===== config.mk =====
export PLATFORM = sky130hd
export DESIGN_NAME = ksca_ctrl
export DESIGN_NICKNAME = d
export VERILOG_FILES = /design/src/rtl/ksca_pkg.sv /design/src/rtl/ksca_ctrl.sv
export SDC_FILE = /design/constraint.sdc
export NUM_CORES = 1
export LEC_CHECK = 0
export BUFFER_PORTS_ARGS = -buffer_cell sky130_fd_sc_hd__buf_4
export CORE_MARGIN = 4
export CORE_UTILIZATION = 43
export CTS_CLUSTER_DIAMETER = 30
export DETAILED_ROUTE_END_ITERATION = 16
export GPL_TIMING_DRIVEN = 0
export HOLD_SLACK_MARGIN = 0.08
export PLACE_DENSITY = 0.76
export SLEW_MARGIN = 20
export SYNTH_ARGS = -nofsm -noshare
export SYNTH_HDL_FRONTEND = slang
export SYNTH_SLANG_ARGS = --single-unit

===== constraint.sdc =====
create_clock -name clk -period 1.37 [get_ports clk]
set_input_delay 0.137 -clock clk [delete_from_list [all_inputs] [get_ports clk]]
set_output_delay 0.137 -clock clk [all_outputs]
set_load 0.01 [all_outputs]

===== src/rtl/ksca_pkg.sv =====
package ksca_pkg;

  // Table depth used when the top level is not given another one.
  localparam int TABLE_DEPTH_DEF = 256;

  // Field widths of the transaction payloads.
  localparam int KEY_W      = 64;
  localparam int CTX_W      = 2;
  localparam int SCOV_W     = 16;
  localparam int LVL_W      = 17;
  localparam int RIDX_W     = 8;
  localparam int STAT_W     = 2;
  localparam int CNT_W      = 32;
  localparam int COV_W      = 48;
  localparam int WSUM_W     = 64;
  localparam int MCOV_W     = 24;
  localparam int MMETH_W    = 17;
  localparam int USED_W     = 9;
  localparam int CFG_IDX_W  = 2;
  localparam int CFG_DATA_W = 16;

  // Shared divider operand widths.
  localparam int DIV_N_W = 64;
  localparam int DIV_D_W = 48;

  // Fixed-point one for the methylation level.
  localparam logic [LVL_W-1:0] LEVEL_ONE = 17'h10000;
  localparam logic [SCOV_W-1:0] MIN_COV_RST = 16'd1;

  // Result status codes.
  typedef enum logic [STAT_W-1:0] {
    ST_OK       = 2'd0,
    ST_FILTERED = 2'd1,
    ST_FULL     = 2'd2,
    ST_EMPTY    = 2'd3
  } status_t;

  // Configuration register indexes.
  typedef enum logic [CFG_IDX_W-1:0] {
    CFG_FILTER_EN = 2'd0,
    CFG_CONTEXT   = 2'd1,
    CFG_MIN_COV   = 2'd2
  } cfg_reg_t;

  // One table entry as it is kept in memory.
  typedef struct packed {
    logic [KEY_W-1:0]  key;
    logic [CNT_W-1:0]  cnt;
    logic [COV_W-1:0]  cov;
    logic [WSUM_W-1:0] wsum;
  } entry_t;

  // Commands from the controller to the datapath.
  typedef struct packed {
    logic    load;
    logic    scan_start;
    logic    scan_step;
    logic    hit_capture;
    logic    new_capture;
    logic    upd;
    logic    rd_issue;
    logic    rd_capture;
    logic    div_start;
    logic    div_capture;
    logic    div_sel;
    logic    out_load;
    status_t out_code;
  } cmd_t;

  // Status from the datapath to the controller.
  typedef struct packed {
    logic is_read;
    logic filtered;
    logic idx_empty;
    logic used_zero;
    logic full;
    logic match;
    logic last;
    logic div_done;
  } sts_t;

endpackage


===== src/rtl/ksca_ctrl.sv =====
module ksca_ctrl (
  input  logic           clk,
  input  logic           rst_n,
  input  logic           in_valid,
  output logic           in_ready,
  output logic           out_valid,
  input  logic           out_ready,
  input  ksca_pkg::sts_t sts,
  output ksca_pkg::cmd_t cmd
);
  import ksca_pkg::*;

  typedef enum logic [3:0] {
    S_IDLE, S_DECODE, S_SCAN, S_MISS, S_UPD, S_RDW,
    S_D1S, S_D1, S_D2S, S_D2, S_FIN
  } state_t;

  state_t  state_r, state_nxt;
  status_t code_r, code_nxt;
  logic    out_valid_r, out_valid_nxt;

  // Next state and commands.
  always_comb begin
    state_nxt     = state_r;
    code_nxt      = code_r;
    cmd           = '0;
    cmd.out_code  = code_r;
    out_valid_nxt = out_valid_r && !out_ready;
    case (state_r)
      S_IDLE: begin
        cmd.load = in_valid;
        if (in_valid) begin
          state_nxt = S_DECODE;
        end
      end
      S_DECODE: begin
        if (sts.is_read) begin
          if (sts.idx_empty) begin
            code_nxt  = ST_EMPTY;
            state_nxt = S_FIN;
          end else begin
            cmd.rd_issue = 1'b1;
            state_nxt    = S_RDW;
          end
        end else if (sts.filtered) begin
          code_nxt  = ST_FILTERED;
          state_nxt = S_FIN;
        end else if (sts.used_zero) begin
          state_nxt = S_MISS;
        end else begin
          cmd.scan_start = 1'b1;
          state_nxt      = S_SCAN;
        end
      end
      S_SCAN: begin
        if (sts.match) begin
          cmd.hit_capture = 1'b1;
          state_nxt       = S_UPD;
        end else if (sts.last) begin
          state_nxt = S_MISS;
        end else begin
          cmd.scan_step = 1'b1;
        end
      end
      S_MISS: begin
        if (sts.full) begin
          code_nxt  = ST_FULL;
          state_nxt = S_FIN;
        end else begin
          cmd.new_capture = 1'b1;
          state_nxt       = S_UPD;
        end
      end
      S_UPD: begin
        cmd.upd   = 1'b1;
        code_nxt  = ST_OK;
        state_nxt = S_FIN;
      end
      S_RDW: begin
        cmd.rd_capture = 1'b1;
        state_nxt      = S_D1S;
      end
      S_D1S: begin
        cmd.div_start = 1'b1;
        state_nxt     = S_D1;
      end
      S_D1: begin
        if (sts.div_done) begin
          cmd.div_capture = 1'b1;
          state_nxt       = S_D2S;
        end
      end
      S_D2S: begin
        cmd.div_sel   = 1'b1;
        cmd.div_start = 1'b1;
        state_nxt     = S_D2;
      end
      S_D2: begin
        cmd.div_sel = 1'b1;
        if (sts.div_done) begin
          cmd.div_capture = 1'b1;
          code_nxt        = ST_OK;
          state_nxt       = S_FIN;
        end
      end
      S_FIN: begin
        if (!out_valid_r || out_ready) begin
          cmd.out_load  = 1'b1;
          out_valid_nxt = 1'b1;
          state_nxt     = S_IDLE;
        end
      end
      default: state_nxt = S_IDLE;
    endcase
  end

  // State and registered outputs.
  always_ff @(posedge clk) begin
    if (!rst_n) begin
      state_r     <= S_IDLE;
      code_r      <= ST_OK;
      out_valid_r <= 1'b0;
    end else begin
      state_r     <= state_nxt;
      code_r      <= code_nxt;
      out_valid_r <= out_valid_nxt;
    end
  end

  assign in_ready  = state_r == S_IDLE;
  assign out_valid = out_valid_r;

endmodule


Yosys cells after proc, flatten, opt, wreduce, memory -nomap -nowiden --
Index checks and enable logic that the tools add are counted.
Storage, ports and cells: register bits 7, input port bits 12, output and inout bits 16
Operators by class: eq/ne operators 18, muxes and demuxes 42, reductions and logical operators 11
Operator list (count):
- $pmux W4 S11 | 1
- $mux W4 | 10
- $mux W1 | 24
- $eq A4 B3 Y1 const B | 4
- $eq A4 B4 Y1 const B | 3
- $mux W2 | 6
- $ne A2 B2 Y1 const B | 5
- $reduce_and A5 Y1 | 2
- $ne A3 B3 Y1 const B | 3
- $eq A4 B2 Y1 const B | 2
- $pmux W2 S4 | 1
- $reduce_or A2 Y1 | 3
- $eq A4 B1 Y1 const B | 1
- $logic_not A4 Y1 | 1
- $reduce_bool A4 Y1 | 1
- $logic_not A1 Y1 | 2
- $logic_and A1 B1 Y1 | 1
- $logic_or A1 B1 Y1 | 1

Longest topological paths before layout --
Gate-level depths: netlist (run 1).
depth in word-level cells 4, gate-level depth with buffers 6, gate-level depth less buffers 4

Worst setup path after synthesis (run 1) --
No wires, ideal clock.
kind reg2reg, from register state_r[1], to register code_r[1], setup time 72 ps, data arrival time 1475 ps, data required time 1298 ps, path slack -176 ps, cell stages (with the launch flop) 6, clock period less this slack 1546 ps, path through dfxtp_1 > buf_6 > nor4b_1 > a211oi_1 > o22ai_1 > mux2i_1
On the way: word-level cells in the longest chain between the ends 3, elaborated cells between the ends (all ways) 11
RTL lines:
- start: declaration | line ksca_ctrl.sv:18 | state_t state_r, state_nxt;
- start signal: assignment | line ksca_ctrl.sv:124 | state_r <= state_nxt;
- $eq A4 B1 Y1 (tied with other cells) | line ksca_ctrl.sv:29 | case (state_r)
- $ne A3 B3 Y1 (no source line) (tied with other cells)
- $reduce_and A5 Y1 (no source line)
- end signal: assignment | line ksca_ctrl.sv:125 | code_r <= code_nxt;
- end: declaration | line ksca_ctrl.sv:19 | status_t code_r, code_nxt;
Several ways; a longest one is shown, not always the timed one. A chain may end at the register's enable or synchronous reset.

==> results of run 1 <==
==> state kept, by name (all words and copies together), names as in the netlist <==
register and cells:
out_valid 1, code_r 2, state_r 4
==> worst max-delay path: stages, from the launching register on <==
cell and delay (ns):
sky130_fd_sc_hd__dfxtp_2 0.35, sky130_fd_sc_hd__buf_6 0.14, sky130_fd_sc_hd__or4_4 0.55, sky130_fd_sc_hd__inv_2 0.09, sky130_fd_sc_hd__and2_4 0.14, sky130_fd_sc_hd__buf_6 0.09
==> path summary, 6_finish.rpt <==
check,cells after the start,end
max,5,cmd[13]
max reg2reg,6,code_r[1]
min,3,out_valid
min reg2reg,2,code_r[1]
==> cells by family (layout without fill, tap and decap cells) <==
group | count (synthesis) | after routing | synth area share [%]
AO/OA/AOI/OAI | 27 | 27 | 29.5
buffers and inverters | 14 | 50 | 8.95
AND/OR/NAND/NOR | 41 | 41 | 37.5
flip-flops | 7 | 7 | 18.6
multiplexers | 4 | 4 | 5.47
==> what timing repair did <==
action,CTS,global route
setup endpoints to repair,17,19
hold buffers,0,0
buffers inserted,6,1
pin swaps,7,2
resized for setup,23,11
==> metrics by stage <==
step	hold WS, ns	total power, W	setup WS, ns	utilization [%]
after global placement	0.447	0.00160	-0.214	64.2
after detailed placement	0.458	0.00162	-0.233	64.2
final	0.183	0.00237	-0.404	77.5
after floorplan	0.307	0.00125	-0.0916	-
after CTS	0.176	0.00221	-0.349	74.4
after global routing	0.201	0.00251	-0.460	77.5
==> cell type report <==
type,count,area (um^2)
multi-input combinational,72,669
sequential,7,148
timing repair buffer,32,263
inverter,5,18.8
clock buffer,3,22.5
fill,115,354
clock inverter,1,5.00
tap,16,20.0
buffer,9,76.3
==> synthesized netlist by cell type (all sizes together) (2+ instances only) <==
master and number:
clkbuf 3, a211oi 2, inv 5, nor3 3, and4bb 2, o31ai 3
nand2b 2, nor4b 3, nor2b 4, or3b 2, mux2i 3, o21ai 3
nand2 4, nand3b 3, and2 4, dfxtp 7, nor2 6, a21oi 4
buf 6, o211ai 2
==> power by group through the flow <==
stage / Sequential [W] / Combinational (W) / Clock, W
finish: 0.000352 / 0.00179 / 0.000222
CTS: 0.000341 / 0.00165 / 0.000212
floorplan: 0.000326 / 0.000928 / 0
detailed placement: 0.000334 / 0.00129 / 0
global placement: 0.000332 / 0.00127 / 0
global route: 0.000355 / 0.00193 / 0.000232
==> layer usage <==
metal / vias to the layer above / part of all wire [%] / track usage [%]
met2: 31 / 50 / 33.9
met3: 11 / 5.2 / 5.42
met5: - / 0 / 0
met1: 408 / 42 / 24.9
li1: 432 / - / -
met4: 0 / 3.4 / 11.5
==> results.md, run 1 <==
- The run finished, with violations left.
- The checks that failed: negative setup slack.
- The number of global-route vias before repair is 864.
- The sequential share of the synthesized area is between 10% and 20%.
- In the synthesized netlist the async set-or-reset flop fraction comes to 0%.
- Adding up every negative setup slack in the final design gives -4.32 ns.
- The largest fanout on the critical path is 10.
- The vias after detailed routing is 882.
- Sequential cells burn 14.9% of the power.
- VDD sags by at most 1.12 mV.
- Dividing the detail-routed via count by the number of cells gives ~6.1.
- After floorplanning, the core was divided into 14 placement rows.
- Combinational logic burns roughly three quarters of the power.
- The internal power is approximately 0.0013 W.
- The library cell used most frequently in the layout, excluding fill and tap cells, is sky130_fd_sc_hd__buf_4.
- The global route total overflow is 0.
- The fmax is ~560 MHz.
- When the netlist entered floorplanning its net count stood at between 100 and 150.
- The critical path data arrival time is about 1.6 ns.
- Once the floorplan was initialized, standard cells occupied between 40 and 50% of the core.
- After floorplanning, the core was sized to cover between 0.0015 and 0.002 mm^2.
- The net count of the finished layout is between 100 and 150.
- Setup slack on the critical path of the routed design comes to -0.404 ns.
- The number of primary I/O pins is 28.
- The share of layout cells above drive strength 1 is between 50% and 60%.
- The number of instances in the placed design is ~130.
- In this run the tightest slew margin relative to its limit is about 64%.
- Across the routed clock network, the largest skew measured is 0.00316 ns.
- The smallest clock period supported by the final layout is computed as between 1.5 and 2 ns.
- The Yosys step of the flow raised 0 warnings.
- The number of buffers created by CTS is 3.
- The first global-routing pass estimated roughly 4 mm of wire.
- The design area is 0.00122 mm^2.
- The slew at the pin closest to its max-slew limit is roughly 0.53 ns.
- In this run, synthesis inferred 0 flip-flops with an integrated enable.
- Dividing the detail-routed wire length by the instance count gives roughly 18 um.
- The routed wire length is 2.59 mm.
- The floorplan step set the die width to about 50 um.
- The required arrival time at the worst endpoint is 1.23 ns.
- In this run the mean area of a mapped cell was between 8 and 9 um^2.
- The startpoint identified for the worst hold timing path is out_ready.
- The cell at the root of the clock tree is sky130_fd_sc_hd__clkbuf_4.
- The worst setup path category is reg2out.
- The kind of capture point of the worst setup path is a primary output.
- The tightest min-delay check is of the in2reg type.
- Setup repair after global routing could not meet its margin everywhere.
- Per report_power, the clock group accounts for 9.4% of the total.
- In the synthesized netlist the dominant register cell turns out to be sky130_fd_sc_hd__dfxtp_1.
- The post-synthesis cell type with the largest combined area is sky130_fd_sc_hd__dfxtp_1.
- For this block, the initial DRC count from the detailed router was between 40 and 50.
- The power per cell area is approximately 1900 mW/mm^2.
- The post-placement cell area is between 0.001 and 0.0015 mm^2.
- In the post-synthesis netlist, the biggest area contributors are sky130_fd_sc_hd__dfxtp_1 (19%), sky130_fd_sc_hd__mux2i_1 (4.0%), sky130_fd_sc_hd__o2bb2ai_4 (3.6%).
- The CTS sink count is 7.
- The share of the synthesized area in the top cell type is between 15 and 20%.
- Setup violations remaining at the end of the flow were counted as 19.
- The floorplan die area is ~0.0025 mm^2.
- After clock tree synthesis, the clock-pin slew on the worst setup and hold paths is 0.07 ns.
- The switching share of total power is roughly 44%.
- The most critical setup path has its startpoint at state_r[1].
- Before antenna repair, the detailed router went through 4 iterations.
- The CTS H-tree depth is 1.
- The placer congestion estimate is 0.852.
- After detailed routing, the number of remaining DRC violations is 0.
- The final instance count without filler cells is ~150.
- The number of antenna violations at the first check in global routing is 0.
- The critical path launch point type is a register.
- The number of pins with negative max-slew slack in the final report is 0.
- The remaining antenna violation count after routing is 0.
- The analysis attributes to cell leakage a power of 0.497 nW.
- The analysis attributes to net switching a power of between 0.001 and 0.0015 W.
- The synthesized design contains 7 register bits.
- Entering global routing, the biggest net connects 11 pins.
- The area growth from synthesis to final layout is 62.0%.
- The max-capacitance violation count is 0.
- Global routing consumed, over all layers together, 21.0% of the routing resources.
- In this run the critical register-to-register path is launched from state_r[3].
- The y dimension of the die is between 40 and 50 um.
- TritonCTS built the clock tree.
- The worst-skew pair later-pin latency is roughly 0.28 ns.
- After synthesis, the netlist uses 47 different library cells.
- Of the available clock period, the critical path in the final layout requires 129%.
- The count of buffers added on input and output ports is 25.
- The gate count of the mapped netlist is 93.
- The top cell types in the final layout, fill and taps aside, are sky130_fd_sc_hd__buf_4 (27), sky130_fd_sc_hd__buf_6 (9).
- The worst setup slack for register-to-register paths is -0.30 ns.
- The antenna diode instance count is 0.
- The final hold violation count is 0.
- The mapped netlist covers roughly 750 um^2.
- The clock passes through at most 2 buffers.
Note: power is estimated with default switching activity, not from simulation.
==> run 2, diff against run 1 <==
--- a/config.mk
+++ b/config.mk
@@ -13,6 +13,7 @@
 export GPL_TIMING_DRIVEN = 0
 export HOLD_SLACK_MARGIN = 0.08
 export PLACE_DENSITY = 0.76
+export SETUP_SLACK_MARGIN = 0.2
 export SLEW_MARGIN = 20
 export SYNTH_ARGS = -nofsm -noshare
 export SYNTH_HDL_FRONTEND = slang
==> results.md, run 2 (same netlist as run 1, synthesis figures left out) <==
- Clock tree synthesis selected as its root buffer the cell sky130_fd_sc_hd__clkbuf_4.
- The antenna diode instance count came to 0 (unchanged).
- The worst hold path class is in2reg.
- The post-route worst setup slack is -0.470 ns (-0.0663 ns).
- The number of antenna violations at the first check in global routing is 0 (unchanged).
- The setup path with the least slack is of type reg2out.
- The number of primary I/O pins is 28 (unchanged).
- The total track usage is 22.6% (+1.6 points).
- The width of the die is 49.9 um (unchanged).
- The worst setup slack for register-to-register paths is -0.37 ns (-0.07 ns).
- The routed wire length is 3.21 mm (+24%).
- The start point of the worst hold path is out_ready.
- The endpoint identified for the worst register-to-register timing path is state_r[1].
- The floorplan die area was 0.00249 mm^2 (unchanged).
- The remaining antenna violation count after routing is 0 (unchanged).
- The vias after detailed routing is 1034 (+17%).
- The slew at the pin closest to its max-slew limit was 0.620 ns (+0.0855 ns).
- The DRC marker count from the first detailed-route iteration came to 55 (+28%).
- The checks that failed: negative setup slack.
- The worst-skew pair later-pin latency is 0.26 ns (-0.02 ns).
- The worst-case clock buffer depth was 2 (unchanged).
- The starting utilization of the core area is 47.9% (unchanged).
- Setup repair after global routing could not meet its margin everywhere.
- The post-detailed-route via-to-cell ratio is 6.71 (+10%).
- Leaving out fill and tap cells, the most frequent cell in the layout is sky130_fd_sc_hd__buf_4.
- The hold-critical path depth came to 3 (unchanged).
- The maximum clock skew at final layout came to 0.00300 ns (-0.000163 ns).
- The global route total overflow is 0 (unchanged).
- The first-pass iteration count of the detailed router is 4 (unchanged).
- The number of pins with negative max-slew slack in the final report is 0 (unchanged).
- The design area is 0.00130 mm^2 (+6.3%).
- The area growth from synthesis to final layout is 72.3%.
- The leakage power is 0.536 nW (+7.8%).
- The number of global-route vias before repair came to 954 (+10%).
- The clock transition at the register clock pins on the worst setup and hold paths after CTS is 0.06 ns (about the same).
- The pin count of the biggest net entering global routing was 11 (unchanged).
- The number of cell rows is 14 (unchanged).
- The CTS sink count came to 7 (unchanged).
- After legalization and detailed placement, the total HPWL measured 1.62 mm.
- The share of the clock period used by the worst path is 134% (+4.8 points).
- The number of cell instances on the worst register-to-register path is 5 (-1).
- The peak supply drop was 1.61 mV (+43%).
- The global-route wire length before repair is 4.37 mm (+11%).
- The core area is 0.00158 mm^2 (unchanged).
- The remaining max-slew budget at the tightest pin is 58.1% (-6.3 points).
- The number of buffers created by CTS is 3 (unchanged).
- The worst register-to-register path begins at state_r[3].
- The final routed wire length divided by cell count is 20.9 um (+17%).
- The clock period minus final worst setup slack was 1.84 ns (+0.0663 ns).
- The largest fanout on the critical path is 7 (-3).
- The critical path launch point type is a register.
- The number of buffers added on ports is 25 (unchanged).
- The final number of setup-violating endpoints is 18 (-1).
- The CTS H-tree depth is 1 (unchanged).
- The number of design rule violations left after detail routing is 0 (unchanged).
- The share of the core filled with cells in the final layout came to 82.5% (+4.9 points).
- The path with the worst hold slack has its endpoint at out_valid.
- The share of layout cells above drive strength 1 came to 58.7% (+1.3 points).
- The power per cell area is 1950 mW/mm^2 (+0.83%).
- The register with the most flip-flops is state_r.
- The clock tree from TritonCTS is yes.
- The flip-flop count of the largest register after layout is 4 (unchanged).
- The post-placement cell area came to 0.00102 mm^2 (+1.2%).
- The flow ran to the end, but the final reports show violations.
- The library cells used most frequently in the layout, excluding fill and tap cells, are sky130_fd_sc_hd__buf_4 (31), sky130_fd_sc_hd__buf_6 (13), sky130_fd_sc_hd__clkbuf_4 (5).
- The y dimension of the die is 49.9 um (unchanged).
- The kind of capture point of the worst setup path is a primary output.
- The final net count is 151 (+6.3%).
- The fmax came to 544 MHz (-3.6%).
- The critical path data arrival time is 1.70 ns (+0.06 ns).
- The max-capacitance violation count is 0 (unchanged).
- The final hold violation count is 0 (unchanged).
- The required arrival time at the worst endpoint is 1.23 ns (about the same).
- The placer congestion estimate is 0.835 (-2.0%).
-- run 2: worst max-delay path by stage --
stage / startpoint / to / slack, ns / cells past startpoint
floorplan: state_r[0] / code_r[1] / -0.09 / 5
global placement: state_r[0] / state_r[3] / -0.24 / 6
detailed placement: state_r[0] / state_r[3] / -0.26 / 6
CTS: state_r[3] / cmd[12] / -0.33 / 4
global route: state_r[3] / cmd[2] / -0.45 / 4
finish: state_r[3] / cmd[2] / -0.47 / 4
-- run 2: stage by stage --
step	hold slack [ns]	TNS (ns)	power [W]	cells	setup WS (ns)
after floorplan	0.307	-0.345	0.00127	93	-0.0910
after global placement	0.447	-1.52	0.00162	134	-0.240
after detailed placement	0.455	-1.62	0.00163	134	-0.256
after CTS	0.219	-3.52	0.00226	151	-0.334
after global routing	0.282	-5.71	0.00269	154	-0.449
final	0.275	-4.79	0.00254	154	-0.470
-- run 2: power by group --
part	switching [W]	internal [W]	total [W]	leakage, nW
combinational	0.000968	0.00103	0.00200	0.462
clock	0.0000869	0.000112	0.000199	0.0150
sequential	0.0000597	0.000280	0.000340	0.0590
total	0.00111	0.00143	0.00254	0.536
-- run 2: routing by layer --
layer / GRT usage [%] / vias up / share of wire (%)
met5: 0 / - / 0
met4: 11.5 / 0 / 5.8
met3: 3.31 / 28 / 9.3
met2: 39.0 / 75 / 49
met1: 26.7 / 484 / 36
li1: - / 447 / -
-- run 2: repair_timing --
| item | CTS | global route |
|---|---|---|
| resized for setup | 25 | 9 |
| gates cloned | 1 | 0 |
| hold buffers | 0 | 0 |
| pin swaps | 6 | 6 |
| setup endpoints to repair | 20 | 20 |
| setup buffers | 12 | 3 |
-- run 2: final cells by class --
cell class | count | area, um^2
clock buffers | 4 | 26.3
repair buffers | 41 | 342
fillers | 103 | 277
plain buffers | 9 | 81.3
flip-flops and latches | 7 | 148
well taps | 16 | 20.0
inverters | 5 | 21.3
multi-input cells | 72 | 662
-- run 2: worst max-delay path, cell delays in order (launching register included) --
cell	delay, ns
sky130_fd_sc_hd__dfxtp_2	0.33
sky130_fd_sc_hd__buf_6	0.13
sky130_fd_sc_hd__nor4bb_1	0.57
sky130_fd_sc_hd__nor2b_2	0.27
sky130_fd_sc_hd__buf_4	0.13
==> run 3, diff against run 2 <==
--- a/config.mk
+++ b/config.mk
@@ -18,3 +18,4 @@
 export SYNTH_ARGS = -nofsm -noshare
 export SYNTH_HDL_FRONTEND = slang
 export SYNTH_SLANG_ARGS = --single-unit
+export TNS_END_PERCENT = 20
==> results.md, run 3 (same netlist as run 1, synthesis figures left out) <==
- The share of layout cells above drive strength 1 is 51.2% (-7.5 points).
- The maximum clock skew at final layout is 0.0134 ns (+0.0104 ns).
- The worst setup slack for register-to-register paths is -0.29 ns (+0.08 ns).
- In this run the worst setup path begins at state_r[0].
- Clock tree synthesis selected as its root buffer the cell sky130_fd_sc_hd__clkbuf_4.
- The number of buffers added on ports is 25 (unchanged).
- The final HPWL from detailed placement was 1.62 mm (about the same).
- The worst-skew pair later-pin latency was 0.26 ns (about the same).
- The placer congestion estimate is 0.781 (-6.5%).
- The largest fanout on the critical path came to 10 (+3).
- The tightest min-delay check is of the in2reg type.
- The peak supply drop is 1.08 mV (-33%).
- The endpoint identified for the worst register-to-register timing path is code_r[1].
- The critical path is of the reg2out type.
- The fmax is 569 MHz (+4.7%).
- The routed wire length came to 2.25 mm (-30%).
- The post-detailed-route via-to-cell ratio is 6.20 (-7.7%).
- The slew at the pin closest to its max-slew limit came to 0.534 ns (-0.0850 ns).
- The max-capacitance violation count is 0 (unchanged).
- The required arrival time at the worst endpoint is 1.23 ns (about the same).
- The number of cell rows is 14 (unchanged).
- The remaining max-slew budget at the tightest pin came to 64.4% (+6.2 points).
- TritonCTS built the clock tree.
- The switching share of total power is 44.3% (+0.44 points).
- The critical path data arrival time was 1.62 ns (-0.08 ns).
- The share of the clock period used by the worst path is 128% (-6.0 points).
- The final net count is 138 (-8.6%).
- The power per cell area is 1830 mW/mm^2 (-6.4%).
- The global-route wire length before repair is 3.51 mm (-20%).
- The library cells used most frequently in the layout, excluding fill and tap cells, are sky130_fd_sc_hd__buf_4 (26), sky130_fd_sc_hd__buf_6 (6).
- The clock network power share is 9.3% (+1.5 points).
- The number of buffers created by CTS is 3 (unchanged).
- The destination of the critical timing path is cmd[13].
- Setup repair after global routing could not meet its margin everywhere.
- The area growth from synthesis to final layout is 52.7%.
- The critical path launch point type is a register.
- The run finished, with violations left.
- The vias after detailed routing is 874 (-15%).
- The kind of capture point of the worst setup path is a primary output.
- The clock period minus final worst setup slack is 1.76 ns (-0.0827 ns).
- The sequential share of power is 16.4% (+3.0 points).
- The post-route worst setup slack is -0.387 ns (+0.0827 ns).
- The CTS H-tree depth came to 1 (unchanged).
- The final hold violation count is 0 (unchanged).
- The floorplan die area was 0.00249 mm^2 (unchanged).
- The number of primary I/O pins is 28 (unchanged).
- The total track usage was 18.1% (-4.5 points).
- The hold buffer count at CTS is 0 (unchanged).
- The final-layout setup total negative slack was -3.34 ns (+1.45 ns).
- The pin count of the biggest net entering global routing is 11 (unchanged).
- The start of the worst register-to-register path is state_r[3].
- Counting flops per register, the top entry is state_r.
- The y dimension of the die is 49.9 um (unchanged).
- The starting utilization of the core area is 47.9% (unchanged).
- The number of global-route vias before repair is 778 (-18%).
- The antenna diode instance count was 0 (unchanged).
- The number of antenna violations at the first check in global routing was 0 (unchanged).
- The first-pass iteration count of the detailed router is 4 (unchanged).
- The width of the die is 49.9 um (unchanged).
- The number of cell instances on the worst register-to-register path is 6 (+1).
- The clock transition at the register clock pins on the worst setup and hold paths after CTS is 0.06 ns (about the same).
- The final number of setup-violating endpoints is 17 (-1).
- The final reports fail on negative setup slack.
- The DRC marker count from the first detailed-route iteration came to 23 (-58%).
- The worst-case clock buffer depth was 2 (unchanged).
- The number of pins with negative max-slew slack in the final report is 0 (unchanged).
- The flip-flop count of the largest register after layout is 4 (unchanged).
- The leakage power is 0.461 nW (-14%).
- The share of the core filled with cells in the final layout came to 73.1% (-9.4 points).
- The internal power is 0.00117 W (-18%).
- Leaving out fill and tap cells, the most frequent cell in the layout is sky130_fd_sc_hd__buf_4.
- The global route total overflow is 0 (unchanged).
- The core area is 0.00158 mm^2 (unchanged).
- The fraction of power consumed by combinational cells is 74.4% (-4.4 points).
- The number of design rule violations left after detail routing is 0 (unchanged).
- The remaining antenna violation count after routing is 0 (unchanged).
- The CTS sink count is 7 (unchanged).
- The switching component of the power came to 0.000934 W (-16%).
- The final routed wire length divided by cell count is 15.9 um (-24%).
-- run 3: worst min path at each step --
stage | start | end | cells after the start
finish | sts[0] | state_r[0] | 4
global route | sts[0] | state_r[0] | 4
CTS | sts[0] | state_r[0] | 4
detailed placement | code_r[1] | code_r[1] | 2
global placement | code_r[1] | code_r[1] | 2
floorplan | sts[2] | cmd[11] | 1
-- run 3: metrics by stage --
stage	instances	hold slack [ns]	worst slack, ns	instance area (um^2)	power, W
CTS	141	0.161	-0.361	1080	0.00195
detailed placement	134	0.454	-0.311	990	0.00154
floorplan	93	0.305	-0.0945	782	0.00117
global placement	134	0.446	-0.276	990	0.00152
global route	141	0.188	-0.428	1150	0.00223
finish	141	0.181	-0.387	1150	0.00211
-- run 3: worst max-delay path: stages, from the launching register on --
cell and delay, ns:
sky130_fd_sc_hd__dfxtp_2 0.34, sky130_fd_sc_hd__buf_6 0.13, sky130_fd_sc_hd__or4_4 0.54, sky130_fd_sc_hd__inv_2 0.07, sky130_fd_sc_hd__and2_1 0.14, sky130_fd_sc_hd__buf_4 0.13
-- run 3: per-layer routing --
metal	track usage [%]	part of all wire, %	vias up
met3	3.01	5.1	4
met4	5.53	0.80	0
met1	22.0	42	424
met5	0	0	-
met2	31.9	52	29
li1	-	-	417
-- run 3: repair_timing --
action,in CTS,in global routing
pin swaps,3,2
resized for setup,17,17
endpoints found under the setup margin,20,20
setup buffers,3,0
-- run 3: area by class of cell --
type	instances	area, um^2
multi-input combinational	72	642
fill	117	424
timing repair buffer	28	221
sequential	7	148
buffer	9	75.1
clock buffer	3	22.5
tap	16	20.0
inverter	5	18.8
clock inverter	1	5.00
-- run 3: power groups by stage --
stage               Combinational, W  Clock [W]  Sequential [W]
detailed placement           0.00122          0        0.000323
CTS                          0.00141   0.000202        0.000333
global route                 0.00166   0.000214        0.000358
finish                       0.00157   0.000196        0.000345
floorplan                   0.000854          0        0.000318
global placement             0.00120          0        0.000319
